===== src/hdl/vlrp_pkg.sv =====
// Shared types and constants of the value log record parser.
`timescale 1ns / 1ps

package vlrp_pkg;

    // Width of the running buffer position
    localparam int OFFSET_BITS = 32;
    localparam int LEN_W       = 32;
    localparam int M_TDATA_W   = 144;

    typedef logic [OFFSET_BITS-1:0] t_pos;

    // Varint limits
    localparam logic [2:0] VARINT_MAX_BYTES = 3'd5;

    // Parser phases
    localparam logic [2:0] PH_KEY_HDR  = 3'd0;
    localparam logic [2:0] PH_VAL_HDR  = 3'd1;
    localparam logic [2:0] PH_KEY_DATA = 3'd2;
    localparam logic [2:0] PH_VAL_DATA = 3'd3;
    localparam logic [2:0] PH_SKIP     = 3'd4;

    // Result kinds
    localparam logic [1:0] KIND_KEY    = 2'd0;
    localparam logic [1:0] KIND_VALUE  = 2'd1;
    localparam logic [1:0] KIND_EMPTY  = 2'd2;
    localparam logic [1:0] KIND_STATUS = 2'd3;

    // Error codes
    localparam logic [1:0] ERR_NONE     = 2'd0;
    localparam logic [1:0] ERR_TRUNC    = 2'd1;
    localparam logic [1:0] ERR_OVERLONG = 2'd2;
    localparam logic [1:0] ERR_COUNT    = 2'd3;

    // Configuration register indexes
    localparam logic CFG_EXPECTED_ENTRIES = 1'b0;
    localparam logic CFG_CHECK_COUNT      = 1'b1;

    typedef struct packed {
        logic [7:0]       payload_byte;
        logic [1:0]       kind;
        logic             record_end;
        logic [LEN_W-1:0] key_length;
        logic [LEN_W-1:0] value_length;
        logic [31:0]      record_offset;
        logic [31:0]      record_index;
        logic [1:0]       error_code;
        logic             buffer_done;
    } t_result;

endpackage


===== src/hdl/vlrp_parse_core.sv =====
// Record parser state and single-step update logic for one buffer byte.
`timescale 1ns / 1ps

module vlrp_parse_core (
    input  logic              i_clk,
    input  logic              i_rst_n,
    input  logic              i_step,
    input  logic [7:0]        i_data_byte,
    input  logic              i_end_of_buffer,
    input  logic [31:0]       i_expected_entries,
    input  logic              i_check_count,
    output logic              o_have,
    output vlrp_pkg::t_result o_result
);

    logic [2:0]                     r_phase, n_phase;
    logic [31:0]                    r_acc, n_acc;
    logic [2:0]                     r_cnt, n_cnt;
    logic [vlrp_pkg::LEN_W-1:0]     r_klen, n_klen;
    logic [vlrp_pkg::LEN_W-1:0]     r_vlen, n_vlen;
    logic [31:0]                    r_rem, n_rem;
    vlrp_pkg::t_pos                 r_pos, n_pos;
    vlrp_pkg::t_pos                 r_rstart, n_rstart;
    logic [31:0]                    r_counter, n_counter;
    logic [1:0]                     r_err, n_err;

    logic        w_start;
    logic [4:0]  w_sh;
    logic [31:0] w_shifted;
    logic [31:0] w_acc_or;
    logic [31:0] w_rem_dec;
    logic [31:0] w_offset;
    logic        w_complete;

    // Latch record start on the first header byte of a record
    assign w_start  = (r_phase == vlrp_pkg::PH_KEY_HDR) && (r_cnt == 3'd0);
    assign n_rstart = w_start ? r_pos : r_rstart;

    // Report the low 32 bits of the record start
    generate
        if (vlrp_pkg::OFFSET_BITS >= 32) begin : g_off_wide
            assign w_offset = n_rstart[31:0];
        end else begin : g_off_narrow
            assign w_offset = {{(32 - vlrp_pkg::OFFSET_BITS){1'b0}}, n_rstart};
        end
    endgenerate

    // Select the 7-bit group position within the varint
    always_comb begin
        case (r_cnt)
            3'd0:    w_sh = 5'd0;
            3'd1:    w_sh = 5'd7;
            3'd2:    w_sh = 5'd14;
            3'd3:    w_sh = 5'd21;
            3'd4:    w_sh = 5'd28;
            3'd5:    w_sh = 5'd0;
            3'd6:    w_sh = 5'd7;
            default: w_sh = 5'd14;
        endcase
    end

    assign w_shifted = {25'd0, i_data_byte[6:0]} << w_sh;
    assign w_acc_or  = r_acc | w_shifted;
    assign w_rem_dec = r_rem - 32'd1;

    // Advance the parser by one byte and form the result
    always_comb begin
        n_phase    = r_phase;
        n_acc      = r_acc;
        n_cnt      = r_cnt;
        n_klen     = w_start ? '0 : r_klen;
        n_vlen     = w_start ? '0 : r_vlen;
        n_rem      = r_rem;
        n_pos      = r_pos + vlrp_pkg::t_pos'(1);
        n_counter  = r_counter;
        n_err      = r_err;
        w_complete = 1'b0;
        o_have     = 1'b0;
        o_result   = '0;
        o_result.kind = vlrp_pkg::KIND_STATUS;

        case (r_phase)
            vlrp_pkg::PH_KEY_HDR, vlrp_pkg::PH_VAL_HDR: begin
                n_acc = w_acc_or;
                if (i_data_byte[7]) begin
                    n_cnt = r_cnt + 3'd1;
                    if (n_cnt >= vlrp_pkg::VARINT_MAX_BYTES) begin
                        n_err         = vlrp_pkg::ERR_OVERLONG;
                        n_phase       = vlrp_pkg::PH_SKIP;
                        o_have        = 1'b1;
                        o_result.kind = vlrp_pkg::KIND_STATUS;
                    end
                end else begin
                    n_acc = '0;
                    n_cnt = 3'd0;
                    if (r_phase == vlrp_pkg::PH_KEY_HDR) begin
                        n_klen  = w_acc_or;
                        n_phase = vlrp_pkg::PH_VAL_HDR;
                    end else begin
                        n_vlen = w_acc_or;
                        if (n_klen != '0) begin
                            n_phase = vlrp_pkg::PH_KEY_DATA;
                            n_rem   = n_klen;
                        end else if (w_acc_or != 32'd0) begin
                            n_phase = vlrp_pkg::PH_VAL_DATA;
                            n_rem   = w_acc_or;
                        end else begin
                            o_have              = 1'b1;
                            o_result.kind       = vlrp_pkg::KIND_EMPTY;
                            o_result.record_end = 1'b1;
                            w_complete          = 1'b1;
                        end
                    end
                end
            end
            vlrp_pkg::PH_KEY_DATA: begin
                o_have                = 1'b1;
                o_result.kind         = vlrp_pkg::KIND_KEY;
                o_result.payload_byte = i_data_byte;
                n_rem                 = w_rem_dec;
                if (w_rem_dec == 32'd0) begin
                    if (r_vlen != '0) begin
                        n_phase = vlrp_pkg::PH_VAL_DATA;
                        n_rem   = r_vlen;
                    end else begin
                        o_result.record_end = 1'b1;
                        w_complete          = 1'b1;
                    end
                end
            end
            vlrp_pkg::PH_VAL_DATA: begin
                o_have                = 1'b1;
                o_result.kind         = vlrp_pkg::KIND_VALUE;
                o_result.payload_byte = i_data_byte;
                n_rem                 = w_rem_dec;
                if (w_rem_dec == 32'd0) begin
                    o_result.record_end = 1'b1;
                    w_complete          = 1'b1;
                end
            end
            default: begin
                // skip phase: drop bytes until buffer end
            end
        endcase

        // Close a finished record
        if (w_complete) begin
            n_counter = r_counter + 32'd1;
            n_phase   = vlrp_pkg::PH_KEY_HDR;
        end

        // Final checks on the end-of-buffer byte
        if (i_end_of_buffer) begin
            if (n_err == vlrp_pkg::ERR_NONE &&
                !(n_phase == vlrp_pkg::PH_KEY_HDR && n_cnt == 3'd0))
                n_err = vlrp_pkg::ERR_TRUNC;
            if (n_err == vlrp_pkg::ERR_NONE && i_check_count &&
                n_counter != i_expected_entries)
                n_err = vlrp_pkg::ERR_COUNT;
            if (!o_have) begin
                o_have                = 1'b1;
                o_result.kind         = vlrp_pkg::KIND_STATUS;
                o_result.payload_byte = 8'd0;
                o_result.record_end   = 1'b0;
            end
        end

        o_result.key_length    = n_klen;
        o_result.value_length  = n_vlen;
        o_result.record_offset = w_offset;
        o_result.record_index  = r_counter;
        o_result.error_code    = n_err;
        o_result.buffer_done   = i_end_of_buffer;

        // Clear per-buffer state after the end byte
        if (i_end_of_buffer) begin
            n_phase   = vlrp_pkg::PH_KEY_HDR;
            n_acc     = '0;
            n_cnt     = 3'd0;
            n_rem     = '0;
            n_pos     = '0;
            n_counter = '0;
            n_err     = vlrp_pkg::ERR_NONE;
        end
    end

    // Commit state on each processed byte
    always_ff @(posedge i_clk) begin
        if (!i_rst_n) begin
            r_phase   <= vlrp_pkg::PH_KEY_HDR;
            r_acc     <= '0;
            r_cnt     <= 3'd0;
            r_klen    <= '0;
            r_vlen    <= '0;
            r_rem     <= '0;
            r_pos     <= '0;
            r_rstart  <= '0;
            r_counter <= '0;
            r_err     <= vlrp_pkg::ERR_NONE;
        end else if (i_step) begin
            r_phase   <= n_phase;
            r_acc     <= n_acc;
            r_cnt     <= n_cnt;
            r_klen    <= n_klen;
            r_vlen    <= n_vlen;
            r_rem     <= n_rem;
            r_pos     <= n_pos;
            r_rstart  <= n_rstart;
            r_counter <= n_counter;
            r_err     <= n_err;
        end
    end

endmodule


===== src/hdl/vlrp_out_reg.sv =====
// Output result register of the record parser.
`timescale 1ns / 1ps

module vlrp_out_reg (
    input  logic              i_clk,
    input  logic              i_rst_n,
    input  logic              i_load,
    input  vlrp_pkg::t_result i_result,
    input  logic              i_ready,
    output logic              o_can_load,
    output logic              o_valid,
    output vlrp_pkg::t_result o_result
);

    logic              r_valid;
    vlrp_pkg::t_result r_result;

    // Slot frees when empty or when the held request is taken
    assign o_can_load = !r_valid || i_ready;

    // Hold valid until the request is taken
    always_ff @(posedge i_clk) begin
        if (!i_rst_n) begin
            r_valid <= 1'b0;
        end else if (o_can_load) begin
            r_valid <= i_load;
        end
    end

    // Load payload on a new result
    always_ff @(posedge i_clk) begin
        if (i_load && o_can_load) begin
            r_result <= i_result;
        end
    end

    assign o_valid  = r_valid;
    assign o_result = r_result;

endmodule


===== src/hdl/value_log_record_parser_unit.sv =====
// Path: an accepted byte waits in the input register; its result is loaded into the result register.
// Throughput: one byte per cycle while results can be loaded; most header bytes give no result.
// The rate is set by the combinational parser step between the two registers.
// Reset: synchronous, active low; clears parser state, configuration and valid flags.
// No clearing pass is needed after reset.
`timescale 1ns / 1ps

module value_log_record_parser_unit (
    input  logic                             i_clk,
    input  logic                             i_rst_n,
    // configuration write port
    input  logic                             i_cfg_wr_en,
    input  logic                             i_cfg_index,
    input  logic [31:0]                      i_cfg_wdata,
    // input bytes
    input  logic                             i_s_axis_tvalid,
    output logic                             o_s_axis_tready,
    input  logic [7:0]                       i_s_axis_tdata,  // [7:0] data_byte
    input  logic                             i_s_axis_tlast,  // end_of_buffer
    // results
    output logic                             o_m_axis_tvalid,
    input  logic                             i_m_axis_tready,
    // [7:0] payload_byte, [8] record_end, [40:9] key_length, [72:41] value_length,
    // [104:73] record_offset, [136:105] record_index, [138:137] error_code, rest 0
    output logic [vlrp_pkg::M_TDATA_W-1:0]   o_m_axis_tdata,
    output logic [1:0]                       o_m_axis_tuser,  // [1:0] kind
    output logic                             o_m_axis_tlast   // buffer_done
);

    logic [31:0]       r_expected_entries;
    logic              r_check_count;
    logic              r_in_valid;
    logic [7:0]        r_in_byte;
    logic              r_in_last;

    logic              w_step;
    logic              w_have;
    logic              w_can_load;
    vlrp_pkg::t_result w_result;
    vlrp_pkg::t_result w_out;

    // Configuration registers
    always_ff @(posedge i_clk) begin
        if (!i_rst_n) begin
            r_expected_entries <= '0;
            r_check_count      <= 1'b0;
        end else if (i_cfg_wr_en) begin
            case (i_cfg_index)
                vlrp_pkg::CFG_EXPECTED_ENTRIES: r_expected_entries <= i_cfg_wdata;
                vlrp_pkg::CFG_CHECK_COUNT:      r_check_count      <= i_cfg_wdata[0];
                default: ;
            endcase
        end
    end

    // Advance the held byte when its result has room or it gives none
    assign w_step          = r_in_valid && (!w_have || w_can_load);
    assign o_s_axis_tready = !r_in_valid || w_step;

    // Input register
    always_ff @(posedge i_clk) begin
        if (!i_rst_n) begin
            r_in_valid <= 1'b0;
        end else if (o_s_axis_tready) begin
            r_in_valid <= i_s_axis_tvalid;
        end
    end

    always_ff @(posedge i_clk) begin
        if (o_s_axis_tready && i_s_axis_tvalid) begin
            r_in_byte <= i_s_axis_tdata;
            r_in_last <= i_s_axis_tlast;
        end
    end

    vlrp_parse_core u_core (
        .i_clk              (i_clk),
        .i_rst_n            (i_rst_n),
        .i_step             (w_step),
        .i_data_byte        (r_in_byte),
        .i_end_of_buffer    (r_in_last),
        .i_expected_entries (r_expected_entries),
        .i_check_count      (r_check_count),
        .o_have             (w_have),
        .o_result           (w_result)
    );

    vlrp_out_reg u_out (
        .i_clk      (i_clk),
        .i_rst_n    (i_rst_n),
        .i_load     (w_step && w_have),
        .i_result   (w_result),
        .i_ready    (i_m_axis_tready),
        .o_can_load (w_can_load),
        .o_valid    (o_m_axis_tvalid),
        .o_result   (w_out)
    );

    // Pack result fields onto the stream
    assign o_m_axis_tdata = {5'd0, w_out.error_code, w_out.record_index, w_out.record_offset,
                             w_out.value_length, w_out.key_length, w_out.record_end,
                             w_out.payload_byte};
    assign o_m_axis_tuser = w_out.kind;
    assign o_m_axis_tlast = w_out.buffer_done;

    // Status results never close a record
    a_status_no_end: assert property (@(posedge i_clk) disable iff (!i_rst_n)
        (o_m_axis_tvalid && o_m_axis_tuser == vlrp_pkg::KIND_STATUS) |-> !o_m_axis_tdata[8])
        else $error("status result marked as record end");

    // Empty marker closes a record with both lengths zero
    a_empty_marker: assert property (@(posedge i_clk) disable iff (!i_rst_n)
        (o_m_axis_tvalid && o_m_axis_tuser == vlrp_pkg::KIND_EMPTY) |->
        (o_m_axis_tdata[8] && w_out.key_length == '0 && w_out.value_length == '0))
        else $error("empty record marker with nonzero length or no record end");

    // Truncation and count errors appear only at buffer end
    a_end_errors: assert property (@(posedge i_clk) disable iff (!i_rst_n)
        (o_m_axis_tvalid && (w_out.error_code == vlrp_pkg::ERR_TRUNC ||
                             w_out.error_code == vlrp_pkg::ERR_COUNT)) |-> o_m_axis_tlast)
        else $error("end-of-buffer error reported before buffer end");

    // Only key and value results carry payload
    a_payload_zero: assert property (@(posedge i_clk) disable iff (!i_rst_n)
        (o_m_axis_tvalid && o_m_axis_tuser != vlrp_pkg::KIND_KEY &&
         o_m_axis_tuser != vlrp_pkg::KIND_VALUE) |-> (o_m_axis_tdata[7:0] == 8'd0))
        else $error("nonzero payload on marker or status result");

endmodule


===== config.mk =====
export PLATFORM = sky130hd
export DESIGN_NAME = value_log_record_parser_unit
export DESIGN_NICKNAME = d
export VERILOG_FILES = /design/src/hdl/vlrp_pkg.sv /design/src/hdl/vlrp_parse_core.sv /design/src/hdl/vlrp_out_reg.sv /design/src/hdl/value_log_record_parser_unit.sv
export SDC_FILE = /design/constraint.sdc
export NUM_CORES = 1
export LEC_CHECK = 0
export BUFFER_PORTS_ARGS = -buffer_cell sky130_fd_sc_hd__buf_2
export CORE_UTILIZATION = 65
export CTS_CLUSTER_DIAMETER = 200
export DETAILED_ROUTE_END_ITERATION = 8
export GPL_ROUTABILITY_DRIVEN = 1
export PLACE_DENSITY = 0.86
export SLEW_MARGIN = 5
export SYNTH_ARGS = -nofsm -noshare
export SYNTH_HDL_FRONTEND = slang
export SYNTH_SLANG_ARGS = --single-unit

===== constraint.sdc =====
create_clock -name i_clk -period 21.4 [get_ports i_clk]
set_clock_uncertainty 0.2 [all_clocks]
set_input_delay 2.14 -clock i_clk [delete_from_list [all_inputs] [get_ports i_clk]]
set_output_delay 2.14 -clock i_clk [all_outputs]
set_load 0.01 [all_outputs]

==> run metrics, run 1 <==
setup tns final 0 ns; count of warnings emitted by yosys 0; initial antenna violation count 8; Vias per Instance 6.53; area share of the largest cell type after synthesis 25.7%; crit path launch u_core.r_cnt[2]$_SDFFE_PN0P_; fraction of layout instances using a drive strength above 1 roughly an eighth; minimum clock period after layout 7.64 ns; standard-cell row count 65; synthesized netlist cell count roughly 2400; number of buffers created by CTS 43; clock latency on the worst-skew pair 0.56 ns; flop and latch count out of synthesis roughly 420; peak fanout along the critical path 24; area of the die ~33000 µm²; H-tree lvl count 2; top post-synthesis cells by area dfxtp_1, edfxtp_1, nor2_1; per-cell routed wire length around 21 µm; horizontal extent of the die 181 µm; result of the run complete, no violations; drt first-iter violations about 2800; footprint of the flip-flops and latches 9880 µm²; netlist area before placement between 20000 and 25000 µm²; critical path required time 19.06 ns; Root Driver clkbuf_16; Pleak about 8.6 nW; Sinks on Clock Net around 420; pin count of the biggest net entering global routing 106; critical path start-end classification flip-flop to primary output; Slowest-stage cell, CP o32ai_1; routed wire length 62300 µm; type of the worst min-delay path flip-flop to flip-flop; number of nets in the final layout approximately 2500; share of flip-flops with an asynchronous set or reset 0%; depth of the worst register-to-register path 15; detailed-route via count 19100; placeable core area ~31000 µm²; Crit path largest cell delay approximately 0.87 ns; most used cells in the layout excluding fill and tap cells nor2_1, nand2_1, dfxtp_1, buf_2, edfxtp_1; cell count after placement roughly 2800; RSZ-0062 raised after global routing no; Fill cells between 2000 and 2500; max-cap check violation count 0; main flop type after synthesis dfxtp_1; initial core utilization about two thirds; post-synthesis cell type count 83; Worst Setup End Kind primary output; number of enable flip-flop cells after synthesis roughly 150; Final GP Congestion around 0.96; Area Growth Syn to Fin 11.6%; crit share post-route between 30% and 40%; y dimension of the die around 180 µm; ratio of total power to cell area approximately 76 nW/µm²; top achievable clock speed between 100 and 150 MHz; global-route wire length before repair around 96000 µm; TritonCTS clock tree built; VDD IR max ~0.00008 V; arrival time at the worst endpoint ~5.3 ns; last element of the critical path o_s_axis_tready; total global-route track usage between 30% and 40%; hold violation total from the final report 0; Seq/Total Area, Yosys 47.6%; total congestion overflow after global routing 0; Mapped Avg Cell Area 8.64 µm²; count of antenna-violating nets left after detailed routing 0; R2R Path Start u_core.r_cnt[2]$_SDFFE_PN0P_; count of instances resized after the clock tree is built 0; count of buffers from port buffering between 150 and 200; CTS clock-pin slew for the worst setup and hold paths approximately 0.070 ns; DRT Pass-1 Iters 7; multi-input combinational cell area a little over 10000 µm²; setup-violating endpoint count in the final report 0; vias in the first global route between 15000 and 20000; reg-to-reg endpoint u_out.o_result[1]$_DFFE_PP_; number of hold-repair buffers added at the cts stage 0; relative max-transition margin 18.5%; Most Frequent Cell on Critical Path inv_1; top cell type by total area after synthesis dfxtp_1; most common cell after layout, fill and taps aside nor2_1; number of placed I/O pins a little under 200; number of pins exceeding their max-slew limit in the final report 0; Worst Setup Start Kind flip-flop; HPWL after DPL approximately 42000 µm; Finished Layout Cells 2929; register-to-register setup slack 14.08 ns; post-CTS setup buffer count 0; CP cell instances inv_1, ha_1, nor2_1, o32ai_1, mux2_2, a2111oi_0, nand4_1, o31ai_1, a21oi_1, nor2b_1, and2_1, inv_1, buf_2; pin slew with the least headroom to its limit between 1 and 1.5 ns; drt drc 0; clock tree buffer depth 3
==> cell type report <==
class	instances	area share, %
clock inverters	16	0.701
flip-flops and latches	418	42.6
clock buffers	64	5.37
multi-input cells	1778	43.7
repair buffers	212	4.82
diodes	4	0.0432
inverters	35	0.567
well taps	402	2.17
==> synthesized netlist by cell type, drive strengths merged (4+ instances only) <==
library cell / n
nor2: 301
nand2: 287
dfxtp: 267
clkbuf: 157
edfxtp: 151
o21ai: 148
a21oi: 146
nand3: 94
nor3b: 93
nor2b: 77
a21boi: 64
nor3: 61
nor4: 53
xor2: 45
nand4: 41
xnor2: 40
inv: 35
a32oi: 28
and3: 28
or3: 24
a211oi: 20
buf: 20
or4: 20
and2: 19
a31oi: 18
nand2b: 15
nand3b: 12
o21a: 12
o211ai: 11
o31ai: 11
ha: 10
mux2i: 10
a22oi: 6
mux2: 6
o31a: 5
or2: 5
a2111oi: 4
a211o: 4
a311oi: 4
nor4b: 4
==> layer usage <==
metal  vias up  routed length [µm]  track usage, %  share of wire [%]
li1       8746                   -               -                  -
met1      8991               24700            49.7                 40
met2      1169               27600            56.9                 44
met3       209                7250            10.1                 12
met4         8                2750            15.5                4.4
met5         -                  46               0              0.074
==> cell families after synthesis <==
group	synth area share, %
adder cells (fa/ha/maj)	0.602
other	0.0181
flip-flops	47.6
buffers and inverters	4.06
AO/OA/AOI/OAI	15.5
multiplexers	0.807
AND/OR/NAND/NOR	27.9
XOR/XNOR	3.58
==> critical path, delay by kind of cell (launching register included) <==
family	cells	cell delay, ns
AO/OA/AOI/OAI	4	1.97
adder cells (fa/ha/maj)	1	0.54
buffers and inverters	3	0.38
flip-flops	1	0.55
multiplexers	1	0.45
AND/OR/NAND/NOR	4	0.84
==> sequential cells by signal, indices dropped and copies added (netlist names) <==
| name | cells |
|---|---|
| r_check_count | 1 |
| r_expected_entries | 32 |
| r_in_byte | 8 |
| r_in_last | 1 |
| r_in_valid | 1 |
| u_core.r_acc | 32 |
| u_core.r_cnt | 3 |
| u_core.r_counter | 32 |
| u_core.r_err | 2 |
| u_core.r_klen | 32 |
| u_core.r_phase | 3 |
| u_core.r_pos | 32 |
| u_core.r_rem | 32 |
| u_core.r_rstart | 32 |
| u_core.r_vlen | 32 |
| u_out.o_result | 142 |
| u_out.o_valid | 1 |
==> power breakdown <==
| part | total (W) | leakage (nW) | switching, W | internal, W |
|---|---|---|---|---|
| clock network | 0.000755 | 0.696 | 0.000315 | 0.000440 |
| registers | 0.000863 | 3.64 | 0.0000195 | 0.000844 |
| logic | 0.000138 | 4.25 | 0.0000927 | 0.0000453 |
| total | 0.00176 | 8.59 | 0.000427 | 0.00133 |
==> worst min path at each step <==
stage / cells after the start / endpoint / from / slack (ns)
after floorplan: 0 / u_out.o_result[11]$_DFFE_PP_ / u_core.r_counter[8]$_SDFFE_PN0P_ / 0.21
after global placement: 2 / u_core.r_err[0]$_SDFFE_PN0P_ / u_core.r_err[0]$_SDFFE_PN0P_ / 0.24
after detailed placement: 2 / u_core.r_err[0]$_SDFFE_PN0P_ / u_core.r_err[0]$_SDFFE_PN0P_ / 0.25
after CTS: 2 / u_core.r_err[0]$_SDFFE_PN0P_ / u_core.r_err[0]$_SDFFE_PN0P_ / 0.26
after global routing: 2 / u_core.r_err[0]$_SDFFE_PN0P_ / u_core.r_err[0]$_SDFFE_PN0P_ / 0.28
final: 2 / u_core.r_err[0]$_SDFFE_PN0P_ / u_core.r_err[0]$_SDFFE_PN0P_ / 0.26
==> metrics by stage <==
stage | utilization (%) | setup WS [ns] | hold slack [ns] | power [W] | instance area, µm²
2_1_floorplan | - | 11.10 | 0.206 | 0.000967 | 20800
3_3_place_gp | 69.2 | 14.53 | 0.236 | 0.00101 | 21800
5_1_grt | 73.7 | 13.36 | 0.278 | 0.00180 | 23200
4_1_cts | 73.6 | 13.85 | 0.258 | 0.00175 | 23200
6_report | 73.7 | 13.76 | 0.265 | 0.00176 | 23200
3_5_place_dp | 69.2 | 14.42 | 0.249 | 0.00101 | 21800
No activity file was read; power rests on OpenSTA's default activity.
==> inputs of run 2 (changes only) <==
--- a/config.mk
+++ b/config.mk
@@ -6,11 +6,11 @@
 export NUM_CORES = 1
 export LEC_CHECK = 0
 export BUFFER_PORTS_ARGS = -buffer_cell sky130_fd_sc_hd__buf_2
-export CORE_UTILIZATION = 65
+export CORE_UTILIZATION = 54
 export CTS_CLUSTER_DIAMETER = 200
 export DETAILED_ROUTE_END_ITERATION = 8
 export GPL_ROUTABILITY_DRIVEN = 1
-export PLACE_DENSITY = 0.86
+export PLACE_DENSITY = 0.77
 export SLEW_MARGIN = 5
 export SYNTH_ARGS = -nofsm -noshare
 export SYNTH_HDL_FRONTEND = slang
==> constraint.sdc (replaced) <==
create_clock -name i_clk -period 7 [get_ports i_clk]
set_clock_uncertainty 0.2 [all_clocks]
set_input_delay 0.7 -clock i_clk [delete_from_list [all_inputs] [get_ports i_clk]]
set_output_delay 0.7 -clock i_clk [all_outputs]
set_load 0.01 [all_outputs]
==> run 2 against run 1 <==
Critical path depth up 3; core utilization fell by 11 points; final cell count increased by 4.3%; first-iteration DRC count decreased by 27%; non-clock buffer count rose by 19; design area is 1.4% higher; count of clock-buffer cells in the layout decreased by 12; register-to-register slack worse by 13 ns; critical endpoint is now u_out.o_result[2]$_DFFE_PP_.
==> run metrics, run 2 (synthesis gave the netlist of run 1 again) <==
result of the run complete, no violations (unchanged); critical path required time 7.14 ns (was 19.06 ns); routed wire length 65100 µm (was 62300 µm); minimum clock period after layout ~6 ns; drt first-iter violations 2060 (was 2826); detailed-route via count 19000 (was 19100); pin slew with the least headroom to its limit 1.25 ns (was 1.21 ns); drt drc 0 (unchanged); number of nets in the final layout 2564 (was 2545); horizontal extent of the die 198 µm (was 181 µm); fraction of layout instances using a drive strength above 1 13.5% (was 12.6%); relative max-transition margin 16.9% (was 18.5%); RSZ-0062 raised after global routing no (unchanged); ratio of total power to cell area 230 nW/µm² (was 75.8 nW/µm²); count of buffers from port buffering 190 (unchanged); type of the worst min-delay path input pin to flip-flop (was flip-flop to flip-flop); DP Worst Slack 1.18 ns (was 14.42 ns); crit share post-route 83.6%; global-route wire length before repair 100000 µm (was 96400 µm); number of buffers created by CTS 43 (unchanged); TritonCTS clock tree built (unchanged); Worst Setup End Kind flip-flop (was primary output); total congestion overflow after global routing 0 (unchanged); count of antenna-violating nets left after detailed routing 0 (unchanged); Worst Setup Start Kind flip-flop (unchanged); initial antenna violation count 3 (was 8); count of instances resized after the clock tree is built 0 (unchanged); worst path setup slack after routing 1.15 ns (was 13.76 ns); pin count of the biggest net entering global routing 113 (was 106); HPWL after DPL 44700 µm (was 42200 µm); clock latency on the worst-skew pair 0.59 ns (was 0.56 ns); number of pins exceeding their max-slew limit in the final report 0 (unchanged); Root Driver clkbuf_16 (unchanged); CTS clock-pin slew for the worst setup and hold paths 0.07 ns (about the same); Area Growth Syn to Fin 13.2% (was 11.6%); vias in the first global route 17300 (was 17600); number of flip-flops under the largest register name 142 (unchanged); Fill cells 3201 (was 2338); Final GP Congestion 1.08 (was 0.960); number of hold-repair buffers added at the cts stage 0 (unchanged); clock tree buffer depth 3 (unchanged); number of placed I/O pins 196 (unchanged); Pleak 8.68 nW (was 8.59 nW); most common cell after layout, fill and taps aside nor2_1 (unchanged); top achievable clock speed around 170 MHz; total global-route track usage 33.0% (was 37.2%); per-cell routed wire length 21.3 µm (about the same); setup-violating endpoint count in the final report 0 (unchanged); setup tns final 0 ns (unchanged); post-CTS setup buffer count 0 (unchanged); initial core utilization 55.0% (was 66.0%); arrival time at the worst endpoint 5.99 ns (was 5.30 ns); y dimension of the die 198 µm (was 181 µm); VDD IR max 0.000165 V (was 0.0000797 V); area of the die 39300 µm² (was 32700 µm²); H-tree lvl count 2 (unchanged); Vias per Instance 6.21 (was 6.53); Sinks on Clock Net 418 (unchanged); hold violation total from the final report 0 (unchanged); max-cap check violation count 0 (unchanged); footprint of the flip-flops and latches 9880 µm² (unchanged); most used cells in the layout excluding fill and tap cells nor2_1, nand2_1, dfxtp_1, buf_2, edfxtp_1 (unchanged); standard-cell row count 71 (was 65); critical path start-end classification flip-flop to flip-flop (was flip-flop to primary output); peak fanout along the critical path 24 (unchanged); DRT Pass-1 Iters 6 (was 7); placeable core area 37800 µm² (was 31500 µm²); multi-input combinational cell area 10200 µm² (was 10100 µm²)
[run 2: final cells by class]
type                            instances  share of cell area, %
Antenna cell                            2                 0.0213
Clock buffer                           52                   4.85
Clock inverter                         27                   1.23
Inverter                               35                  0.559
Multi-Input combinational cell       1778                   43.2
Sequential cell                       418                   42.0
Tap cell                              511                   2.72
Timing Repair Buffer                  231                   5.47
[run 2: power breakdown]
part / leakage, nW / internal [W] / switching (W) / total, W
Sequential: 3.64 / 0.00258 / 0.0000596 / 0.00264
Combinational: 4.35 / 0.000143 / 0.000286 / 0.000429
Clock: 0.697 / 0.00132 / 0.00101 / 0.00234
Total: 8.68 / 0.00405 / 0.00136 / 0.00540
[run 2: final timing paths]
kind | slack (ns) | start | cells after the start | to
max | 1.15 | u_core.r_cnt[2]$_SDFFE_PN0P_ | 16 | u_out.o_result[2]$_DFFE_PP_
min | 0.1 | i_s_axis_tlast | 1 | r_in_last$_DFFE_PP_
max reg2reg | 1.15 | u_core.r_cnt[2]$_SDFFE_PN0P_ | 16 | u_out.o_result[2]$_DFFE_PP_
min reg2reg | 0.27 | u_core.r_err[0]$_SDFFE_PN0P_ | 2 | u_core.r_err[0]$_SDFFE_PN0P_
[run 2: worst max-delay path, cell delays in order (launching register included)]
cell	delay, ns
dfxtp_1	0.80
inv_1	0.19
ha_1	0.48
nor2_1	0.32
o32ai_1	0.12
buf_4	0.20
mux2_2	0.28
a21oi_1	0.44
nand3_1	0.14
nor4_1	0.61
nor2_2	0.08
inv_2	0.25
a221oi_1	0.13
or3_1	0.40
or4_1	0.52
nor4_2	0.33
o31ai_1	0.12
[run 2: metrics by stage]
stage	hold slack, ns	instances	cell area, µm²	utilization, %	total power (W)
after floorplan	0.206	2408	20800	-	0.00295
after global placement	0.234	2973	22100	58.5	0.00310
after detailed placement	0.252	2973	22100	58.5	0.00311
after CTS	0.0794	3052	23500	62.3	0.00542
after global routing	0.0843	3052	23500	62.3	0.00556
final	0.0973	3054	23500	62.3	0.00540
[run 2: per-layer routing]
layer / global-route usage [%] / part of all wire, % / up-vias
met4: 13.8 / 3.6 / 0
met5: 0 / 0 / -
li1: - / - / 8769
met3: 4.68 / 8.6 / 144
met2: 50.5 / 44 / 941
met1: 46.6 / 43 / 9107
